**src/rtl/afd_pkg.sv**
```systemverilog
`timescale 1ns / 1ps

package afd_pkg;

   localparam int DEFAULT_WINDOW = 64;
   localparam int SAMPLE_W       = 16;
   localparam int NUM_CHAN       = 3;
   localparam int CSR_INDEX_W    = 3;
   localparam int CSR_DATA_W     = 16;
   localparam int GAIN_W         = 4;
   localparam int VOTES_W        = 2;

   typedef enum logic [CSR_INDEX_W-1:0] {
      CSR_MIN_THR_RED   = 3'd0,
      CSR_MIN_THR_BLUE  = 3'd1,
      CSR_MIN_THR_WHITE = 3'd2,
      CSR_THR_CAP       = 3'd3,
      CSR_MEAN_GAIN     = 3'd4,
      CSR_SENSITIVITY   = 3'd5,
      CSR_VOTES_NEEDED  = 3'd6
   } csr_index_type;

   localparam logic [SAMPLE_W-1:0] RST_MIN_THR_RED   = 16'd40;
   localparam logic [SAMPLE_W-1:0] RST_MIN_THR_BLUE  = 16'd20;
   localparam logic [SAMPLE_W-1:0] RST_MIN_THR_WHITE = 16'd40;
   localparam logic [SAMPLE_W-1:0] RST_THR_CAP       = 16'd80;
   localparam logic [GAIN_W-1:0]   RST_MEAN_GAIN     = 4'd5;
   localparam logic [SAMPLE_W-1:0] RST_SENSITIVITY   = 16'd0;
   localparam logic [VOTES_W-1:0]  RST_VOTES_NEEDED  = 2'd2;

   localparam logic [SAMPLE_W-1:0] EDGE_COUNT_MAX = 16'hFFFF;

endpackage

```
**src/rtl/afd_chan.sv**
```systemverilog
`timescale 1ns / 1ps

module afd_chan #(
   parameter int WINDOW = afd_pkg::DEFAULT_WINDOW,
   localparam int SUM_W  = afd_pkg::SAMPLE_W + $clog2(WINDOW),
   localparam int FILL_W = $clog2(WINDOW + 1)
) (
   input  logic                                 clock,
   input  logic                                 reset,
   input  logic                                 step,
   input  logic [afd_pkg::SAMPLE_W-1:0]         diff,
   input  logic [SUM_W-1:0]                     sum,
   input  logic [FILL_W-1:0]                    fill,
   input  logic [afd_pkg::SAMPLE_W-1:0]         floor_thr,
   input  logic [afd_pkg::SAMPLE_W-1:0]         cap_thr,
   input  logic [afd_pkg::GAIN_W-1:0]           gain,
   input  logic [afd_pkg::SAMPLE_W-1:0]         sens,
   output logic                                 on_next
);

   localparam int LHS_W = afd_pkg::SAMPLE_W + FILL_W;
   localparam int RHS_W = SUM_W + afd_pkg::GAIN_W;
   localparam int CMP_W = (LHS_W > RHS_W) ? LHS_W : RHS_W;
   localparam int HOLD_W = $clog2(WINDOW + 1);
   localparam logic [HOLD_W-1:0] HOLD_END = HOLD_W'(WINDOW);

   logic                         armed_ff, armed_in;
   logic                         on_ff, on_in;
   logic [HOLD_W-1:0]            hold_ff, hold_in;
   logic [afd_pkg::SAMPLE_W-1:0] edge_ff, edge_in;

   logic [CMP_W-1:0]             lhs, rhs;
   logic                         above;
   logic [HOLD_W-1:0]            hold_mid;

   // exact mean compare: d > S*g/L  <=>  d*L > S*g
   assign lhs   = CMP_W'(diff) * CMP_W'(fill);
   assign rhs   = CMP_W'(sum) * CMP_W'(gain);
   assign above = ((diff > floor_thr) && (lhs > rhs)) || (diff > cap_thr);

   always_comb begin
      armed_in = armed_ff;
      on_in    = on_ff;
      hold_mid = hold_ff;
      edge_in  = edge_ff;
      if (above) begin
         if (!armed_ff) begin
            hold_mid = '0;
            if (edge_ff != afd_pkg::EDGE_COUNT_MAX) begin
               edge_in = edge_ff + 1'b1;
            end
            armed_in = 1'b1;
         end
      end else if (diff < floor_thr) begin
         armed_in = 1'b0;
      end
      if ((hold_mid < HOLD_END) && (edge_in > sens)) begin
         on_in = 1'b1;
      end else if (hold_mid >= HOLD_END) begin
         on_in   = 1'b0;
         edge_in = '0;
      end
      hold_in = (hold_mid < HOLD_END) ? hold_mid + 1'b1 : hold_mid;
   end

   assign on_next = on_in;

   always_ff @(posedge clock) begin
      if (reset) begin
         armed_ff <= 1'b0;
         on_ff    <= 1'b0;
         hold_ff  <= '0;
         edge_ff  <= '0;
      end else if (step) begin
         armed_ff <= armed_in;
         on_ff    <= on_in;
         hold_ff  <= hold_in;
         edge_ff  <= edge_in;
      end
   end

endmodule
```
**config.mk**
```make
export PLATFORM = sky130hd
export DESIGN_NAME = afd_chan
export DESIGN_NICKNAME = d
export VERILOG_FILES = /design/src/rtl/afd_pkg.sv /design/src/rtl/afd_chan.sv
export SDC_FILE = /design/constraint.sdc
export NUM_CORES = 1
export LEC_CHECK = 0
export ABC_CLOCK_PERIOD_IN_PS = 15770
export BUFFER_PORTS_ARGS = -buffer_cell sky130_fd_sc_hd__buf_2
export CORE_MARGIN = 2
export CORE_UTILIZATION = 30
export CTS_CLUSTER_DIAMETER = 100
export CTS_CLUSTER_SIZE = 12
export DETAILED_ROUTE_END_ITERATION = 12
export PLACE_DENSITY = 0.5
export SYNTH_ARGS = -nofsm -noshare
export SYNTH_HDL_FRONTEND = slang
export SYNTH_SLANG_ARGS = --single-unit
```
**constraint.sdc**
```tcl
create_clock -name clock -period 15.77 [get_ports clock]
set_input_delay 3.154 -clock clock [delete_from_list [all_inputs] [get_ports clock]]
set_output_delay 3.154 -clock clock [all_outputs]
set_load 0.1 [all_outputs]
```
==> flow_summary.ini, run 1 <==
[synthesis]
yosysMostFrequentCell = inv_1
synth_top_area_share_pct = 23.0
mappedNetlistArea_sq_um = 9490
synth_nets = 1549
synth_area_leaders = fa_1 (23%), ha_1 (19%), inv_1 (7.6%), and2_1 (6.9%), nand2_1 (5.5%)
yosysUniqueCellTypes = 73
yosysTopAreaCell = fa_1
ys_seq_area_share_pct = 5.27
synth-main-ff-cell = dfxtp_1
ys_seq_elements = 25
synth_edf_count = 0
synth.avg_cell_area_sq_um = 7.94
synthTopCellsByCount = inv_1 (191), ha_1 (145), nand2_1 (139), fa_1 (109), and2_1 (105)
async_flop_share_pct = 0
ys_warn_count = 0
netlist_instances = 1195

[cts]
cts_tree = yes
root_buffer = clkbuf_16
htree_num_levels = 1
cts_inserted_buffers = 3
clk-insertion-delay-late_ps = 260
clockBufferDepth = 2
clock_sinks = 25
clkTransAtPathRegs_ps = 70

[global_route]
busiest_layer = met2
grt_pass1_wl_um = 41300
grtUsageMet3_pct = 1.20
grt_usage_pct = 14.8
met2_usage_pct = 24.3
grtUsageMet1_pct = 22.1
gr-total-overflow = 0
grt_max_degree = 28
grt_pass1_vias = 8246
grt_antenna_before_repair = 0

[pwr]
p_leak_nw = 5.53
p_sw_share_pct = 50.7
p_int_mw = 0.495
p_switching_mw = 0.509
pwr-share-seq_pct = 6.5
peakVddDrop_uv = 41.5
finalPower_mw = 1.00
powerDensity_nw_per_um2 = 94.7
p_clk_share_pct = 6.0
combPwrFrac_pct = 87.5

[placed_design]
port_buffers = 100
gp_congestion = 0.817
hpwl_um = 20600
place_area_sq_um = 10400
post-place-ws_ps = 132
dp.cells = 1667

[route]
via_per_inst = 4.89
num_vias = 8204
first_pass_iters = 5
drc = 0
antenna_left = 0
drt_iter0_drc = 319
wirelength_um = 24400
wire_per_inst_um = 14.6

[layout]
insertedDiodeCount = 0
fin_nets = 1630
area_delta_synth_final_pct = 11.7
final_cell_area_sq_um = 10600
post-route-util_pct = 33.9
final_cells = 1677
drive_gt1_share_pct = 11.5

[run]
drv_cap = 0

[die]
core_area_sq_um = 31300
dieArea_sq_um = 33100
io_pins = 101
initial_core_util_pct = 30.3
rows = 65
chipWidth_um = 182
die_y_um = 182

[sta]
final.period_utilization_pct = 96.9
hold_viol = 0
skew_ps = 2.26
finalSetupViolCount = 0
final.setup.worst_slack_ps = 490
min_period_ps = 15280
tightestPinTransition_ps = 1080
fmax_mhz = 65.4
fin_setup_tns_ps = 0
slew_viol_final = 0
worst_hold_slack_ps = 486
slew_headroom_pct = 27.5

[worst_hold_path]
min_path_type = reg -> reg

[worst_setup_path]
worstPathRequired_ps = 12620
worstPathArrival_ps = 12130
cp-end-kind = primary output
cp-start-kind = input port
critPathMaxFanout = 16
max_stage_delay_ps = 550
crit_type = in -> out
cp_slowest_cell = fa_1
cpMostUsedCell = fa_1

[outcome]
run_status = finished clean
[power groups by stage]
stage / Clock, mW / Combinational [mW] / Sequential [mW]
6_report: 0.0599 / 0.878 / 0.0656
5_1_grt: 0.0641 / 1.02 / 0.0658
4_1_cts: 0.0620 / 0.856 / 0.0655
2_1_floorplan: 0 / 0.653 / 0.0667
3_3_place_gp: 0 / 0.839 / 0.0670
3_5_place_dp: 0 / 0.846 / 0.0670
[worst paths after layout]
kind	end	slack [ps]	cells past startpoint	start
worst max-delay path	on_next	490	41	fill[6]
worst min-delay path	hold_ff[5]$_SDFFE_PP0P_	490	2	hold_ff[5]$_SDFFE_PP0P_
worst max register to register	on_ff$_SDFFE_PP0P_	11490	18	edge_ff[0]$_SDFFE_PP0P_
worst min register to register	hold_ff[5]$_SDFFE_PP0P_	490	2	hold_ff[5]$_SDFFE_PP0P_
[per-layer routing]
layer  wire [um]  vias to the layer above  share of wire, %
met1       12700                     3923                52
li1            -                     4140                 -
met2       11000                      135                45
met4          50                        0              0.20
met3         751                        6               3.1
met5           0                        -                 0
[layout make-up]
class,instances,area (sq um)
Clock buffer,3,75.1
Inverter,192,721
Timing Repair Buffer,111,611
Tap cell,402,503
Multi-Input combinational cell,943,8180
Clock inverter,1,7.51
Sequential cell,25,500
Fill cell,3330,20700
[state kept, by name, indices dropped and copies added (netlist names)]
| name | cells |
|---|---|
| armed_ff | 1 |
| edge_ff | 16 |
| hold_ff | 7 |
| on_ff | 1 |
[cell families after synthesis]
group / share of synthesized area, %
adder cells (fa/ha/maj): 42.1
AND/OR/NAND/NOR: 22.9
buffers and inverters: 9.34
multiplexers: 0.673
AO/OA/AOI/OAI: 15.4
flip-flops: 5.27
XOR/XNOR: 4.33
[what timing repair did]
action,CTS,global route
buffers inserted,0,6
gates resized for setup,0,28
hold buffers,0,0
setup endpoints to repair,0,1
[worst max-delay path, delay by kind of cell]
kind,cells,cell delay [ps]
fa+ha+maj,7,3070
compound gates,15,2780
simple gates,13,2090
buf+inv,4,490
mux,1,350
xor+xnor,1,160
[placed cells by master, fill, tap and decap left out, types with 7 or more instances in the layout]
cell type | netlist | final
buf_2 | 3 | 94
o21a_1 | 17 | 17
a21oi_1 | 53 | 51
fa_1 | 109 | 109
buf_4 | 2 | 12
a21o_1 | 32 | 32
inv_1 | 191 | 191
a31oi_1 | 12 | 12
dfxtp_1 | 25 | 25
o21ai_0 | 29 | 27
nor3_1 | 21 | 20
nand4_1 | 14 | 14
and2_1 | 105 | 103
o211ai_1 | 7 | 7
nand3_1 | 24 | 24
xor2_1 | 19 | 19
ha_1 | 145 | 145
and4_1 | 7 | 7
nor2b_1 | 13 | 12
nand2_1 | 139 | 139
xnor2_1 | 26 | 26
and3_1 | 17 | 17
nor2_1 | 50 | 48
Power figures use the tool's default switching activity.
==> run 2: changes to the inputs <==
==> constraint.sdc (replaced) <==
create_clock -name clock -period 15.77 [get_ports clock]
set_input_delay 0.7885 -clock clock [delete_from_list [all_inputs] [get_ports clock]]
set_output_delay 0.7885 -clock clock [all_outputs]
set_load 0.1 [all_outputs]
==> run 2 against run 1 <==
  * Cell count fell by 0.60%
  * Register-to-register slack lost 110 ps
  * Die area unchanged
  * Sequential share of layout area rose by 0.083 points
  * Critical path depth is 1 higher
  * Wire length shrank 2.1%
  * Core utilization shrank 0.58 points
  * Via count down 0.72%
  * Highest routed layer unchanged
==> flow_summary.ini, run 2 (synthesized netlist as in run 1, its figures left out) <==
[pwr]
p_sw_share_pct = 50.9
powerDensity_nw_per_um2 = 92.2
p_switching_mw = 0.489
p_int_mw = 0.472
combPwrFrac_pct = 86.9
p_clk_share_pct = 6.3
peakVddDrop_uv = 39.9
p_leak_nw = 5.45
pwr-share-seq_pct = 6.8

[sta]
slew_headroom_pct = 28.7
final.period_utilization_pct = 71.4
fmax_mhz = 88.9
fin_setup_tns_ps = 0
tightestPinTransition_ps = 1060
min_period_ps = 11250
finalSetupViolCount = 0
skew_ps = 5.87
hold_viol = 0
slew_viol_final = 0
rsz0062_at_grt = no

[worst_setup_path]
cp_slowest_cell = or2_1
cp-start-kind = input port
worstPathRequired_ps = 14980
critPathMaxFanout = 26
r2r_end = on_ff$_SDFFE_PP0P_
r2r_start = edge_ff[0]$_SDFFE_PP0P_
max_stage_delay_ps = 730
critical-path-top-delay-family = compound AO/OA/AOI/OAI gates
r2r_cells = 18
crit_start = fill[3]
worstPathArrival_ps = 10460
crit_type = in -> out
r2r_slack_ps = 11380
crit_buf_inv = 6
cp-end-kind = primary output

[layout]
insertedDiodeCount = 0
largest_register_ffs = 16
fill_cells = 3329
area_delta_synth_final_pct = 9.78
top_regs = edge_ff x16, hold_ff x7
final_common_cell = inv_1
drive_gt1_share_pct = 9.57
regMostFlops = edge_ff
post-route-util_pct = 33.3
fin_nets = 1620
final_cell_mix = inv_1 (191), ha_1 (145), nand2_1 (139)

[route]
wirelength_um = 23900
antenna_left = 0
via_per_inst = 4.89
wire_per_inst_um = 14.3
num_vias = 8145
drc = 0
first_pass_iters = 4
drt_iter0_drc = 374

[cts]
cts-hold-fix-buffers = 0
postCtsResizedCells = 0
clockBufferDepth = 2
post-cts-setup-buffers = 0
root_buffer = clkbuf_16
htree_num_levels = 1
cts_tree = yes
cts_inserted_buffers = 3
clock_sinks = 25
clkTransAtPathRegs_ps = 70
clk-insertion-delay-late_ps = 270

[global_route]
grt_max_degree = 32
gr-total-overflow = 0
grt_pass1_wl_um = 41100
grt_antenna_before_repair = 0
grt_usage_pct = 14.8
grt_pass1_vias = 8174

[worst_hold_path]
min_path_type = reg -> reg
hold_depth = 2
hold_path_end = hold_ff[5]$_SDFFE_PP0P_
hold_start = hold_ff[5]$_SDFFE_PP0P_

[die]
dieArea_sq_um = 33100
die_y_um = 182
core_area_sq_um = 31300
chipWidth_um = 182
initial_core_util_pct = 30.3
io_pins = 101
rows = 65

[placed_design]
port_buffers = 100
gp_congestion = 0.818
hpwl_um = 20300

[outcome]
run_status = finished clean

[run]
drv_cap = 0
-- run 2: final cells by class --
type                       count  area [sq um]  share of cell area [%]
tap                          402           503                    4.83
clock inverter                 1          7.51                  0.0721
sequential                    25           500                    4.80
timing repair buffer         101           508                    4.88
multi-input combinational    943          8100                    77.8
clock buffer                   3          75.1                   0.721
inverter                     192           721                    6.92
-- run 2: routing by layer --
| layer | GRT usage (%) | vias to the layer above | wire (um) |
|---|---|---|---|
| met5 | 0 | - | 0 |
| met4 | 1.17 | 0 | 49 |
| met3 | 1.08 | 7 | 761 |
| met2 | 24.3 | 140 | 10700 |
| met1 | 21.9 | 3879 | 12400 |
| li1 | - | 4119 | - |
-- run 2: worst max path at each step --
stage / end / slack [ps] / depth (start not counted)
after global placement: on_next / 4580 / 40
after CTS: on_next / 4490 / 40
after global routing: on_next / 3640 / 39
final: on_next / 4520 / 42
after floorplan: on_next / 4720 / 42
after detailed placement: on_next / 4530 / 40
-- run 2: power groups by stage --
stage | Sequential [mW] | Combinational, mW | Clock, mW
floorplan | 0.0667 | 0.653 | 0
global placement | 0.0670 | 0.832 | 0
detailed placement | 0.0670 | 0.840 | 0
CTS | 0.0656 | 0.849 | 0.0625
global route | 0.0658 | 0.977 | 0.0652
finish | 0.0656 | 0.835 | 0.0602
-- run 2: stage by stage --
stage	power (mW)	setup WS, ps	area, sq um	cells	hold WS (ps)
after global placement	0.899	4580	10300	1663	462
after detailed placement	0.907	4530	10300	1663	463
after floorplan	0.720	4720	9490	1195	437
final	0.961	4520	10400	1667	470
after global routing	1.11	3640	10400	1667	489
after CTS	0.977	4490	10400	1667	475
-- run 2: tightest hold or removal path, delay by kind of cell, from the launching register on --
family / cells / cell delay, ps
AOI/OAI and AO/OA: 1 / 50
and+or+nand+nor: 1 / 60
DFF: 1 / 320
==> run 3: changes to the inputs <==
--- a/config.mk
+++ b/config.mk
@@ -5,7 +5,8 @@
 export SDC_FILE = /design/constraint.sdc
 export NUM_CORES = 1
 export LEC_CHECK = 0
-export ABC_CLOCK_PERIOD_IN_PS = 15770
+export ABC_AREA = 1
+export ABC_CLOCK_PERIOD_IN_PS = 10570
 export BUFFER_PORTS_ARGS = -buffer_cell sky130_fd_sc_hd__buf_2
 export CORE_MARGIN = 2
 export CORE_UTILIZATION = 30
==> constraint.sdc (replaced) <==
create_clock -name clock -period 10.57 [get_ports clock]
set_input_delay 0.5285 -clock clock [delete_from_list [all_inputs] [get_ports clock]]
set_output_delay 0.5285 -clock clock [all_outputs]
set_load 0.1 [all_outputs]
==> run 3 against run 2 <==
  * Cell count rose by 22%
  * Via count rose by 8.8%
  * Hold slack got worse by 6.3 ps
  * Area after synthesis rose by 5.1%
  * Highest routed layer unchanged
==> flow_summary.ini, run 3 <==
[sta]
slew_viol_final = 0
final.period_utilization_pct = 85.1
tightestPinTransition_ps = 860
rsz0062_at_grt = no
slew_headroom_pct = 42.6
finalSetupViolCount = 0
fmax_mhz = 111
min_period_ps = 9000
skew_ps = 7.77
final.setup.worst_slack_ps = 1570
fin_setup_tns_ps = 0
hold_viol = 0

[global_route]
grt_max_degree = 36
grt_usage_pct = 14.0
gr-total-overflow = 0
grt_antenna_before_repair = 0
grt_pass1_wl_um = 42000
grt_pass1_vias = 8855

[run]
drv_cap = 0

[synthesis]
synth_edf_count = 0
ys_seq_area_share_pct = 5.02
yosysMostFrequentCell = nand2_1
synth.avg_cell_area_sq_um = 6.55
synth_area_leaders = fa_1 (22%), ha_1 (18%), nand2_1 (17%), inv_1 (14%), dfxtp_1 (5.0%)
synth_top_area_share_pct = 21.9
ys_warn_count = 0
netlist_instances = 1522
yosysTopAreaCell = fa_1
mappedNetlistArea_sq_um = 9970
synthTopCellsByCount = nand2_1 (450), inv_1 (369), ha_1 (145), fa_1 (109), a21oi_1 (81)
yosysUniqueCellTypes = 47
synth_nets = 1876
async_flop_share_pct = 0
synth-main-ff-cell = dfxtp_1
ys_seq_elements = 25

[route]
via_per_inst = 4.36
first_pass_iters = 6
wire_per_inst_um = 11.6
num_vias = 8865
antenna_left = 0
wirelength_um = 23500
drt_iter0_drc = 365
drc = 0

[cts]
clkTransAtPathRegs_ps = 80
clk-insertion-delay-late_ps = 270
cts_inserted_buffers = 3
root_buffer = clkbuf_16
clock_sinks = 25
cts_tree = yes
postCtsResizedCells = 0
clockBufferDepth = 2
post-cts-setup-buffers = 0
cts-hold-fix-buffers = 0
htree_num_levels = 1

[pwr]
finalPower_mw = 1.62
p_leak_nw = 6.61
powerDensity_nw_per_um2 = 148
peakVddDrop_uv = 72.8

[layout]
final_cell_mix = nand2_1 (450), inv_1 (369), ha_1 (145)
largest_register_ffs = 16
multi_input_area_sq_um = 7890
insertedDiodeCount = 0
final_common_cell = nand2_1
regMostFlops = edge_ff
seq_area_sq_um = 500
fill_cells = 3691
area_delta_synth_final_pct = 9.67
fin_nets = 1945
top_regs = edge_ff x16, hold_ff x7
drive_gt1_share_pct = 8.87

[placed_design]
post-place-ws_ps = 1510
port_buffers = 100
hpwl_um = 20200
gp_congestion = 0.778

[worst_hold_path]
min_path_type = reg -> reg
hold_depth = 2

[die]
core_area_sq_um = 32600
die_y_um = 186
initial_core_util_pct = 30.6
chipWidth_um = 186
io_pins = 101
dieArea_sq_um = 34700
rows = 66

[worst_setup_path]
worstPathRequired_ps = 10040
r2r_cells = 22
critPathMaxFanout = 35
max_stage_delay_ps = 560
worstPathArrival_ps = 8470
cp-end-kind = primary output
cpMostUsedCell = nand2_1
cp_slowest_cell = fa_1
cp-start-kind = input port
crit_type = in -> out

[outcome]
run_status = finished clean
## run 3: cell count changes after synthesis, sizes merged, moves of 19 or more
cell / change
a21o: -30
a21oi: +36
and2: -104
inv: +183
nand2: +326
nand3: +23
nor2: +19
o21ai: +19
## run 3: kinds of logic (layout without fill, tap and decap cells)
family | after synthesis | count (layout) | synth area share, %
fa+ha+maj | 254 | 254 | 40.1
compound gates | 164 | 164 | 9.11
flops | 25 | 25 | 5.02
buf+inv | 411 | 479 | 15.9
simple gates | 615 | 615 | 25.2
xor+xnor | 53 | 53 | 4.66
## run 3: through the flow
step                instances  hold slack, ps  area (sq um)  util, %
floorplan                1522             441          9970        -
global placement         2028             453         10900     33.3
detailed placement       2028             458         10900     33.3
CTS                      2032             469         10900     33.5
global route             2032             499         10900     33.5
finish                   2032             464         10900     33.5
## run 3: path summary, 6_finish.rpt
path	start	to	slack, ps
setup / recovery	fill[6]	on_next	1570
hold / removal	on_ff$_SDFFE_PP0P_	on_ff$_SDFFE_PP0P_	460
setup reg to reg	edge_ff[0]$_SDFFE_PP0P_	on_ff$_SDFFE_PP0P_	6810
hold reg to reg	on_ff$_SDFFE_PP0P_	on_ff$_SDFFE_PP0P_	460
## run 3: metal layers
metal	routed length, um	global-route usage [%]
met1	12800	21.1
met2	10200	22.9
met3	526	0.846
met4	51	0.800
met5	0	0
## run 3: power breakdown
| part | total [mW] | switching [mW] | internal, mW | leakage (nW) |
|---|---|---|---|---|
| combinational | 1.40 | 0.846 | 0.559 | 6.37 |
| sequential | 0.121 | 0.0160 | 0.105 | 0.204 |
| clock | 0.0939 | 0.0413 | 0.0525 | 0.0415 |
## run 3: worst max-delay path: cells and delay by family
family | cells | cell delay (ps)
AOI/OAI and AO/OA | 11 | 1900
adders and majority gates | 7 | 3080
and+or+nand+nor | 19 | 1730
xor gates and xnor gates | 1 | 150
buffers and inverters | 8 | 1060
## run 3: layout make-up
type / count / area share [%]
tap: 442 / 5.06
multi-input combinational: 1086 / 72.1
sequential: 25 / 4.58
clock inverter: 1 / 0.0801
clock buffer: 3 / 0.686
timing repair buffer: 100 / 4.58
inverter: 375 / 12.9
